--- src/sv/rmc_pkg.sv ---
// ----------------------------------------------------------------------------
// rmc_pkg
// shared types and constants of the message chunker
// ----------------------------------------------------------------------------
`default_nettype none

package rmc_pkg;

  localparam int unsigned QUEUE_DEPTH      = 4;
  localparam logic [23:0] CHUNK_LEN_RESET  = 24'd128;
  localparam logic [1:0]  TYPE3_FMT        = 2'b11;
  localparam logic [3:0]  HDR_LAST_IDX     = 4'd11;
  localparam int unsigned HDR_BITS         = 96;

  typedef enum logic {
    ACT_START   = 1'b0,
    ACT_PAYLOAD = 1'b1
  } action_t;

  typedef enum logic [1:0] {
    CMD_HDR  = 2'd0,
    CMD_DATA = 2'd1,
    CMD_ERR  = 2'd2
  } cmd_kind_t;

  typedef struct packed {
    cmd_kind_t   kind;
    logic        cont;
    logic        eom;
    logic [5:0]  channel;
    logic [7:0]  msg_type;
    logic [23:0] msg_length;
    logic [31:0] msg_stream;
    logic [23:0] time_stamp;
    logic [7:0]  data;
  } cmd_t;

endpackage

`default_nettype wire

--- src/sv/rtmp_message_chunker.sv ---
// a taken item goes to the queue; its first byte then goes to the output byte register
// throughput: one byte per cycle when not stalled, set by the single output byte register
// a start item gives 12 bytes, a payload item 1, or 2 when a continuation header goes first
// the queue between front and back keeps taking items while output bytes wait, until full
// reset: synchronous, active low; clears message state and queue, chunk size to 128
// ----------------------------------------------------------------------------
// rtmp_message_chunker
// top level: splits messages into type-0 and type-3 chunks
// ----------------------------------------------------------------------------
`default_nettype none

module rtmp_message_chunker
  import rmc_pkg::*;
#(
  parameter int unsigned QUEUE_DEPTH_P = QUEUE_DEPTH
) (
  input  wire         clk,
  input  wire         rst_n,
  input  wire         cfg_valid,
  output logic        cfg_ready,
  input  wire  [23:0] cfg_chunk_len,
  input  wire         in_valid,
  output logic        in_stall,
  input  wire         in_action,
  input  wire  [7:0]  in_msg_type,
  input  wire  [23:0] in_msg_length,
  input  wire  [5:0]  in_channel_id,
  input  wire  [31:0] in_msg_stream,
  input  wire  [23:0] in_time_stamp,
  input  wire  [7:0]  in_payload_byte,
  output logic        out_valid,
  input  wire         out_stall,
  output logic [7:0]  out_byte,
  output logic        out_last_of_run,
  output logic        out_end_of_message,
  output logic        out_error
);

  cmd_t wr_cmd, rd_cmd;
  logic q_push, q_pop, q_full, q_empty;

  rmc_front u_front (
    .clk             (clk),
    .rst_n           (rst_n),
    .cfg_valid       (cfg_valid),
    .cfg_ready       (cfg_ready),
    .cfg_chunk_len   (cfg_chunk_len),
    .in_valid        (in_valid),
    .in_stall        (in_stall),
    .in_action       (in_action),
    .in_msg_type     (in_msg_type),
    .in_msg_length   (in_msg_length),
    .in_channel_id   (in_channel_id),
    .in_msg_stream   (in_msg_stream),
    .in_time_stamp   (in_time_stamp),
    .in_payload_byte (in_payload_byte),
    .q_full          (q_full),
    .q_push          (q_push),
    .q_cmd           (wr_cmd)
  );

  rmc_queue #(
    .DEPTH (QUEUE_DEPTH_P)
  ) u_queue (
    .clk    (clk),
    .rst_n  (rst_n),
    .push   (q_push),
    .wr_cmd (wr_cmd),
    .full   (q_full),
    .pop    (q_pop),
    .empty  (q_empty),
    .rd_cmd (rd_cmd)
  );

  rmc_back u_back (
    .clk                (clk),
    .rst_n              (rst_n),
    .q_empty            (q_empty),
    .q_cmd              (rd_cmd),
    .q_pop              (q_pop),
    .out_valid          (out_valid),
    .out_stall          (out_stall),
    .out_byte           (out_byte),
    .out_last_of_run    (out_last_of_run),
    .out_end_of_message (out_end_of_message),
    .out_error          (out_error)
  );

endmodule

`default_nettype wire

--- src/sv/rmc_queue.sv ---
// ----------------------------------------------------------------------------
// rmc_queue
// short command queue between front and back
// ----------------------------------------------------------------------------
`default_nettype none

module rmc_queue
  import rmc_pkg::*;
#(
  parameter int unsigned DEPTH = QUEUE_DEPTH
) (
  input  wire  clk,
  input  wire  rst_n,
  input  wire  push,
  input  cmd_t wr_cmd,
  output logic full,
  input  wire  pop,
  output logic empty,
  output cmd_t rd_cmd
);

  localparam int unsigned AW = (DEPTH > 1) ? $clog2(DEPTH) : 1;
  localparam int unsigned CW = $clog2(DEPTH + 1);

  cmd_t          mem [DEPTH];
  logic [AW-1:0] wr_ptr_r, wr_ptr_nxt;
  logic [AW-1:0] rd_ptr_r, rd_ptr_nxt;
  logic [CW-1:0] count_r, count_nxt;

  assign full   = (count_r == CW'(DEPTH));
  assign empty  = (count_r == '0);
  assign rd_cmd = mem[rd_ptr_r];

  always_comb begin
    wr_ptr_nxt = wr_ptr_r;
    rd_ptr_nxt = rd_ptr_r;
    count_nxt  = count_r;
    if (push) begin
      wr_ptr_nxt = (wr_ptr_r == AW'(DEPTH - 1)) ? '0 : wr_ptr_r + 1'b1;
    end
    if (pop) begin
      rd_ptr_nxt = (rd_ptr_r == AW'(DEPTH - 1)) ? '0 : rd_ptr_r + 1'b1;
    end
    if (push && !pop) begin
      count_nxt = count_r + 1'b1;
    end else if (pop && !push) begin
      count_nxt = count_r - 1'b1;
    end
  end

  always_ff @(posedge clk) begin
    if (!rst_n) begin
      wr_ptr_r <= '0;
      rd_ptr_r <= '0;
      count_r  <= '0;
    end else begin
      wr_ptr_r <= wr_ptr_nxt;
      rd_ptr_r <= rd_ptr_nxt;
      count_r  <= count_nxt;
    end
  end

  always_ff @(posedge clk) begin
    if (push) begin
      mem[wr_ptr_r] <= wr_cmd;
    end
  end

endmodule

`default_nettype wire

--- src/sv/rmc_front.sv ---
// ----------------------------------------------------------------------------
// rmc_front
// accepts items, tracks message state and chunk fill, issues commands
// ----------------------------------------------------------------------------
`default_nettype none

module rmc_front
  import rmc_pkg::*;
(
  input  wire         clk,
  input  wire         rst_n,
  input  wire         cfg_valid,
  output logic        cfg_ready,
  input  wire  [23:0] cfg_chunk_len,
  input  wire         in_valid,
  output logic        in_stall,
  input  wire         in_action,
  input  wire  [7:0]  in_msg_type,
  input  wire  [23:0] in_msg_length,
  input  wire  [5:0]  in_channel_id,
  input  wire  [31:0] in_msg_stream,
  input  wire  [23:0] in_time_stamp,
  input  wire  [7:0]  in_payload_byte,
  input  wire         q_full,
  output logic        q_push,
  output cmd_t        q_cmd
);

  logic [23:0] chunk_len_r;
  logic [23:0] remaining_r, remaining_nxt;
  logic [23:0] fill_r, fill_nxt;
  logic [5:0]  channel_r, channel_nxt;
  logic [23:0] limit;
  logic        need_cont;

  assign cfg_ready = 1'b1;
  assign in_stall  = q_full;
  assign q_push    = in_valid && !q_full;
  assign limit     = (chunk_len_r == '0) ? 24'd1 : chunk_len_r;
  assign need_cont = (fill_r >= limit);

  always_comb begin
    remaining_nxt    = remaining_r;
    fill_nxt         = fill_r;
    channel_nxt      = channel_r;
    q_cmd            = '0;
    q_cmd.msg_type   = in_msg_type;
    q_cmd.msg_length = in_msg_length;
    q_cmd.msg_stream = in_msg_stream;
    q_cmd.time_stamp = in_time_stamp;
    q_cmd.data       = in_payload_byte;
    q_cmd.channel    = channel_r;
    if (action_t'(in_action) == ACT_START) begin
      q_cmd.kind    = CMD_HDR;
      q_cmd.channel = in_channel_id;
      q_cmd.eom     = (in_msg_length == '0);
      remaining_nxt = in_msg_length;
      fill_nxt      = '0;
      channel_nxt   = in_channel_id;
    end else if (remaining_r == '0) begin
      q_cmd.kind = CMD_ERR;
    end else begin
      q_cmd.kind    = CMD_DATA;
      q_cmd.cont    = need_cont;
      q_cmd.eom     = (remaining_r == 24'd1);
      remaining_nxt = remaining_r - 1'b1;
      fill_nxt      = (need_cont ? 24'd0 : fill_r) + 1'b1;
    end
  end

  always_ff @(posedge clk) begin
    if (!rst_n) begin
      chunk_len_r <= CHUNK_LEN_RESET;
      remaining_r <= '0;
      fill_r      <= '0;
      channel_r   <= '0;
    end else begin
      if (cfg_valid && cfg_ready) begin
        chunk_len_r <= cfg_chunk_len;
      end
      if (q_push) begin
        remaining_r <= remaining_nxt;
        fill_r      <= fill_nxt;
        channel_r   <= channel_nxt;
      end
    end
  end

endmodule

`default_nettype wire

--- src/sv/rmc_back.sv ---
// ----------------------------------------------------------------------------
// rmc_back
// serialises queued commands into output bytes, one byte per cycle unless the output stalls
// ----------------------------------------------------------------------------
`default_nettype none

module rmc_back
  import rmc_pkg::*;
(
  input  wire        clk,
  input  wire        rst_n,
  input  wire        q_empty,
  input  cmd_t       q_cmd,
  output logic       q_pop,
  output logic       out_valid,
  input  wire        out_stall,
  output logic [7:0] out_byte,
  output logic       out_last_of_run,
  output logic       out_end_of_message,
  output logic       out_error
);

  logic [3:0]          idx_r, idx_nxt;
  logic                out_valid_r;
  logic [7:0]          byte_r;
  logic                last_r, eom_r, err_r;
  logic [HDR_BITS-1:0] hdr_w, hdr_sh;
  logic                load, adv;
  logic [7:0]          sel_byte;
  logic                sel_last, sel_eom, sel_err;

  assign hdr_w = {2'b00, q_cmd.channel, q_cmd.time_stamp, q_cmd.msg_length, q_cmd.msg_type,
                  q_cmd.msg_stream[7:0], q_cmd.msg_stream[15:8], q_cmd.msg_stream[23:16],
                  q_cmd.msg_stream[31:24]};
  assign hdr_sh = hdr_w << {idx_r, 3'b000};

  assign load  = !out_valid_r || !out_stall;
  assign adv   = !q_empty && load;
  assign q_pop = adv && sel_last;

  always_comb begin
    sel_byte = '0;
    sel_last = 1'b1;
    sel_eom  = 1'b0;
    sel_err  = 1'b0;
    unique case (q_cmd.kind)
      CMD_HDR: begin
        sel_byte = hdr_sh[HDR_BITS-1 -: 8];
        sel_last = (idx_r == HDR_LAST_IDX);
        sel_eom  = sel_last && q_cmd.eom;
      end
      CMD_DATA: begin
        if (q_cmd.cont && (idx_r == '0)) begin
          sel_byte = {TYPE3_FMT, q_cmd.channel};
          sel_last = 1'b0;
        end else begin
          sel_byte = q_cmd.data;
          sel_eom  = q_cmd.eom;
        end
      end
      CMD_ERR: begin
        sel_err = 1'b1;
      end
      default: begin
        sel_last = 1'b1;
      end
    endcase
  end

  always_comb begin
    idx_nxt = idx_r;
    if (adv) begin
      idx_nxt = sel_last ? 4'd0 : idx_r + 1'b1;
    end
  end

  always_ff @(posedge clk) begin
    if (!rst_n) begin
      idx_r       <= '0;
      out_valid_r <= 1'b0;
    end else begin
      idx_r <= idx_nxt;
      if (load) begin
        out_valid_r <= !q_empty;
      end
    end
  end

  always_ff @(posedge clk) begin
    if (adv) begin
      byte_r <= sel_byte;
      last_r <= sel_last;
      eom_r  <= sel_eom;
      err_r  <= sel_err;
    end
  end

  assign out_valid          = out_valid_r;
  assign out_byte           = byte_r;
  assign out_last_of_run    = last_r;
  assign out_end_of_message = eom_r;
  assign out_error          = err_r;

endmodule

`default_nettype wire

--- config.mk ---
export PLATFORM = sky130hd
export DESIGN_NAME = rtmp_message_chunker
export DESIGN_NICKNAME = d
export VERILOG_FILES = /design/src/sv/rmc_pkg.sv /design/src/sv/rtmp_message_chunker.sv /design/src/sv/rmc_queue.sv /design/src/sv/rmc_front.sv /design/src/sv/rmc_back.sv
export SDC_FILE = /design/constraint.sdc
export NUM_CORES = 1
export LEC_CHECK = 0
export BUFFER_PORTS_ARGS = -buffer_cell sky130_fd_sc_hd__buf_2
export CAP_MARGIN = 15
export CORE_MARGIN = 2
export CORE_UTILIZATION = 40
export CTS_BUF_LIST = sky130_fd_sc_hd__clkbuf_8
export CTS_CLUSTER_DIAMETER = 80
export DETAILED_ROUTE_END_ITERATION = 12
export HOLD_SLACK_MARGIN = 0.15
export PLACE_DENSITY = 0.63
export SLEW_MARGIN = 20
export SYNTH_ARGS = -nofsm -noshare
export SYNTH_HDL_FRONTEND = slang
export SYNTH_HIERARCHICAL = 1
export SYNTH_SLANG_ARGS = --single-unit
--- constraint.sdc ---
create_clock -name clk -period 4.8 [get_ports clk]
set_input_delay 0.72 -clock clk [delete_from_list [all_inputs] [get_ports clk]]
set_output_delay 0.72 -clock clk [all_outputs]
set_load 0.02 [all_outputs]
==> results of run 1 <==
[report_power, final]
group          total (mW)  leakage [nW]  internal [mW]  switching, mW
Combinational        2.52          3.00           1.12           1.40
Clock                3.83         0.974           2.04           1.80
Sequential           5.66          4.77           5.45          0.214
[state kept, by name (all words and copies together) (netlist names), named ones only]
name,count
u_back/idx_r,4
u_back/out_byte,8
u_back/out_end_of_message,1
u_back/out_error,1
u_back/out_last_of_run,1
u_back/out_valid,1
u_front/channel_r,6
u_front/chunk_len_r,24
u_front/fill_r,24
u_front/remaining_r,24
u_queue/count_r,3
u_queue/mem,424
u_queue/rd_ptr_r,2
u_queue/wr_ptr_r,2
[area by class of cell]
type	count	share of cell area [%]
Sequential cell	527	59.0
Clock inverter	64	1.57
Tap cell	756	3.74
Clock buffer	94	5.12
Inverter	50	0.743
Multi-Input combinational cell	673	26.0
Antenna cell	1	0.00991
Timing Repair Buffer	165	3.77
[layout by cell type (no fill, tap or decap), types with 9 or more instances in the layout]
master    instances
edfxtp_1        435
buf_2           144
mux4_2          106
clkbuf_8         94
nor2_1           89
dfxtp_1          89
inv_1            74
nand2_1          55
mux2i_1          51
a21oi_1          49
ha_1             35
nand3_1          33
o21ai_0          24
mux4_1           18
clkinv_2         17
nor3_1           17
buf_4            15
nor4_1           15
clkinv_1         14
mux2_2           11
nand4_1          11
o21ai_1           9
a31oi_1           9
[worst paths after layout]
path | startpoint | end | slack, ns | depth (start not counted)
setup / recovery | u_front/chunk_len_r[19] | u_front/fill_r[20] | 0.86 | 18
hold reg to reg | u_front/channel_r[2] | u_front/channel_r[2] | 0.49 | 2
setup reg to reg | u_front/chunk_len_r[19] | u_front/fill_r[20] | 0.86 | 18
hold / removal | in_payload_byte[6] | u_queue/mem[3][6] | 0.27 | 1
[worst max-delay path, stage by stage (launching register included)]
cell	delay [ns]
dfxtp_1	0.33
nor4_1	0.34
nand4_1	0.13
o21bai_1	0.17
ha_1	0.24
nand2b_1	0.14
nand3_1	0.08
a21oi_1	0.06
o311a_1	0.40
nor2_1	0.27
and2_1	0.18
ha_1	0.23
nand3_1	0.14
nor2_1	0.31
nand2_1	0.15
nor2_1	0.22
and2_1	0.17
xor2_1	0.06
a22o_1	0.18
[metal layers]
metal	vias to the layer above	GRT usage, %
li1	5633	-
met1	6264	22.3
met2	364	27.7
met3	86	3.73
met4	8	5.14
met5	-	0
[through the flow]
step	instance area [um^2]	power [mW]	utilization [%]	setup slack (ns)	hold slack [ns]
2_1_floorplan	22800	7.63	-	0.721	0.449
3_3_place_gp	23600	8.26	41.8	1.01	0.467
3_5_place_dp	23600	8.32	41.8	0.906	0.483
4_1_cts	25300	12.2	44.8	0.859	0.201
5_1_grt	25300	12.6	44.8	0.442	0.226
6_report	25300	12.0	44.8	0.864	0.272
[cell families (layout without fill, tap and decap cells)]
family / count (synthesis) / after routing
AO/OA/AOI/OAI: 167 / 167
other: 1 / 2
adder cells (fa/ha/maj): 36 / 36
multiplexers: 186 / 186
AND/OR/NAND/NOR: 274 / 274
buffers and inverters: 210 / 373
XOR/XNOR: 9 / 9
flip-flops: 527 / 527
==> reports/qor.yml, run 1 <==
wire_per_inst_um: 21.3
synth_top_family_by_area: "multiplexers"
max_slew_margin_pct: 27.0
route.met3.wl_um: 2770
ant_nets: 0
routed-via-count: 12355
drtPass1Iterations: 5
seq_area_frac_synth_pct: 65.4
post_cts_resized: 0
yosysTopAreaCellShare_pct: 57.4
cts_buffers: 88
placed_cells_incl_taps: 2171
syn_nets: 1578
required_ns: 5.33
root_buffer: "clkbuf_8"
grt_pass1_vias: 12717
layout.nets: 1673
clkSinkCount: 527
period_share_pct: 82.0
max_freq_ghz: 0.254
rsz0062_at_grt: "no"
synth_xor_area_share_pct: 0.346
clk_latency_ns: 0.67
syn_inst: 1410
status: "finished clean"
drive_above_1_share_pct: 27.3
endpoint_kind: "flop"
yosys_warnings: 6
num_rows: 87
clk_pin_slew_worst_paths_ns: 0.06
skew_ns: 0.0413
synth.area.top_cells: "edfxtp_1, mux4_2, dfxtp_1, buf_4, mux2i_1"
die_area_mm2: 0.0589
synth_compound_gate_area_share_pct: 5.09
initial_utilization_pct: 40.4
cts_hold_buffers: 0
drv_slew: 0
async_flop_share_pct: 0
leakage_nw: 8.74
synth_top_area_cell: "edfxtp_1"
synthMuxAreaShare_pct: 15.3
core_mm2: 0.0564
cts_tree: "done"
die_h_um: 243
synth_most_common_cell: "edfxtp_1"
drt_iter0_drc: 853
drc: 0
period_needed_ns: 3.94
netlist_area_mm2: 0.0228
ys_types: 74
post_cts_buffers: 0
vdd_drop_max_uv: 250
fin_setup_tns_ns: 0
antenna_found_initial: 5
avgSynthCellArea_um2: 16.2
startpoint_type: "flop"
ys_ff_latch: 527
grt_pass1_wl_um: 75400
area_growth_syn_to_layout_pct: 10.9
io_pins: 146
synth-simple-area-share_pct: 5.96
hp-class: "input pin to flop"
wl_met2_um: 24300
drt-met1-wl_um: 21500
place_congestion: 0.821
p_per_area_mw_per_mm2: 476
fin_cells: 2330
grt_max_degree: 72
regArea_mm2: 0.0149
place_hpwl_um: 31700
grt-ovfl-total: 0
multi_input_area_mm2: 0.00657
yosys.area_share.adder_pct: 2.01
top_layer: "met5"
port-buffer-count: 144
finalWirelength_um: 49600
htree_levels: 3
grt_usage_pct: 16.8
maxCapViolations: 0
critical_path_class: "flop to flop"
synth_edf_count: 435
n_fill_cell: 5030
worst_pin_slew_ns: 1.10
crit_fanout: 5
synthTopCellsByCount: "edfxtp_1, mux4_2, buf_4"
clk_path_buf_depth: 3
die_w_um: 243
viasPerCell: 5.30
crit_arrival_ns: 4.47
setup_viol: 0
synth_flop_cell: "edfxtp_1"
hold_viol: 0
No activity file was read; power rests on OpenSTA's default activity.
==> run 2, diff against run 1 <==
- clock period: 4.8 -> 3.95 ns (I/O delays scaled with it)
==> run 2 against run 1 <==
Clock skew is 0.014 ns lower. Critical path type unchanged. Worst setup slack got worse by 0.54 ns. Clock power grew 21%. Wire length is 1.5% higher. Critical endpoint unchanged. Combinational power grew 26%. Critical path depth stayed put. Largest cell class unchanged. Register-to-register slack worse by 0.54 ns. Core utilization is 1.8 points higher.
==> reports/qor.yml, run 2 (same netlist as run 1, synthesis figures left out) <==
crit_start: "u_front/chunk_len_r[19]"
core_mm2: 0.0564  # unchanged
maxCapViolations: 0  # unchanged
crit_arrival_ns: 4.16  # -0.31 ns
wire_per_inst_um: 20.7  # -2.7%
leakage_nw: 9.18  # +5.0%
setup_ws_ns: 0.325  # -0.538 ns
final_util_pct: 46.6  # +1.8 points
crit_fanout: 5  # unchanged
setup_viol: 0  # unchanged
hold_viol: 0  # unchanged
skew_ns: 0.0270  # -0.0144 ns
fin_setup_tns_ns: 0  # unchanged
status: "finished clean"
clkSinkCount: 527  # unchanged
ant_nets: 0  # unchanged
startpoint_type: "flop"
drt_iter0_drc: 1105  # +30%
critical_path_class: "flop to flop"
r2r_cells: 18  # unchanged
grt_pass1_wl_um: 76700  # +1.6%
place_hpwl_um: 32200  # +1.7%
die_h_um: 243  # unchanged
drtPass1Iterations: 6  # +1
routed-via-count: 12773  # +3.4%
crit_end: "u_front/fill_r[20]"
post_cts_buffers: 0  # unchanged
cts_tree: "done"
io_pins: 146  # unchanged
vdd_drop_max_uv: 365  # +46%
clk_path_buf_depth: 3  # unchanged
r2r_end: "u_front/fill_r[20]"
worst_pin_slew_ns: 0.907  # -0.189 ns
root_buffer: "clkbuf_8"
drc: 0  # unchanged
largest_register_ffs: 424  # unchanged
hp-class: "input pin to flop"
clk_latency_ns: 0.67  # about the same
grt_usage_pct: 17.1  # +0.28 points
place_congestion: 0.790  # -3.8%
endpoint_kind: "flop"
diodes: 0  # -1
period_needed_ns: 3.62  # -0.312 ns
grt-ovfl-total: 0  # unchanged
htree_levels: 3  # unchanged
port-buffer-count: 144  # unchanged
clk_pin_slew_worst_paths_ns: 0.06  # about the same
p_per_area_mw_per_mm2: 559  # +17%
viasPerCell: 5.25  # -0.91%
final_cell_mix: "edfxtp_1, buf_2, mux4_2"
hold_slack_ns: 0.213  # -0.0593 ns
die_w_um: 243  # unchanged
rrSetupSlack_ns: 0.33  # -0.54 ns
regMostFlops: "u_queue/mem"
antenna_found_initial: 1  # -4
period_share_pct: 91.8  # +9.8 points
pre_cts_slack_ns: 0.0790  # -0.827 ns
cts_buffers: 88  # unchanged
finalWirelength_um: 50300  # +1.5%
die_area_mm2: 0.0589  # unchanged
required_ns: 4.49  # -0.84 ns
area_growth_syn_to_layout_pct: 15.4
n_fill_cell: 4948  # -1.6%
num_rows: 87  # unchanged
max_freq_ghz: 0.276  # +8.6%
layout.nets: 1772  # +5.9%
layout_commonest_cell: "edfxtp_1"
max_slew_margin_pct: 39.6  # +13 points
r2r_start: "u_front/chunk_len_r[19]"
grt_pass1_vias: 12839  # +0.96%
drive_above_1_share_pct: 26.4  # -0.95 points
initial_utilization_pct: 40.4  # unchanged
grt_max_degree: 58  # -19%
drv_slew: 0  # unchanged
[run 2: report_power, final]
| group | switching [mW] | internal, mW | leakage, nW | total [mW] |
|---|---|---|---|---|
| clock network | 2.18 | 2.45 | 0.985 | 4.63 |
| logic | 1.75 | 1.43 | 3.42 | 3.18 |
| registers | 0.234 | 6.62 | 4.77 | 6.86 |
[run 2: how the worst min path moves through the flow]
stage	startpoint	endpoint	slack, ns	depth (start not counted)
floorplan	u_front/remaining_r[17]	u_front/remaining_r[17]	0.45	2
CTS	in_msg_length[11]	u_queue/mem[2][75]	0.16	1
detailed placement	u_front/remaining_r[17]	u_front/remaining_r[17]	0.48	2
global placement	u_front/channel_r[5]	u_front/channel_r[5]	0.47	2
global route	in_msg_length[20]	u_queue/mem[2][84]	0.16	1
finish	cfg_chunk_len[16]	u_front/chunk_len_r[16]	0.21	3
[run 2: routing by layer]
metal	routed length [um]	GRT usage, %	vias up
li1	-	-	5844
met1	22300	24.0	6436
met2	24200	27.3	430
met3	3130	3.52	63
met4	782	4.40	0
met5	0	0	-
[run 2: final cells by class]
| type | instances | area [um^2] | share of cell area, % |
|---|---|---|---|
| flip-flops and latches | 527 | 14900 | 56.8 |
| multi-input cells | 673 | 6600 | 25.1 |
| repair buffers | 264 | 1920 | 7.32 |
| clock buffers | 92 | 1270 | 4.82 |
| well taps | 756 | 946 | 3.60 |
| clock inverters | 69 | 435 | 1.66 |
| inverters | 50 | 188 | 0.714 |
[run 2: what timing repair did]
item,CTS,global route
hold endpoints to repair,308,4
hold buffers,89,1
setup endpoints to repair,0,4
resized for setup,0,7
[run 2: stage by stage]
step           total power [mW]  instance area (um^2)  std cells
2_1_floorplan              9.25                 22800       1410
3_3_place_gp               10.1                 23600       2180
3_5_place_dp               10.1                 23600       2180
4_1_cts                    14.9                 26200       2430
5_1_grt                    15.4                 26300       2431
6_report                   14.7                 26300       2431
[run 2: worst max-delay path, cell delays in order, from the launching register on]
cell and delay, ns:
dfxtp_1 0.33, nor4_2 0.33, nand4_1 0.14, o21bai_1 0.16, ha_1 0.24, nand2b_1 0.13, nand3_1 0.07, a21oi_1 0.06
o311a_1 0.41, nor2_1 0.18, and2_1 0.16, ha_1 0.23, nand3_1 0.18, nor2_4 0.18, nand2_1 0.12, nor2_2 0.19
and2_1 0.16, xor2_1 0.06, a22o_1 0.18
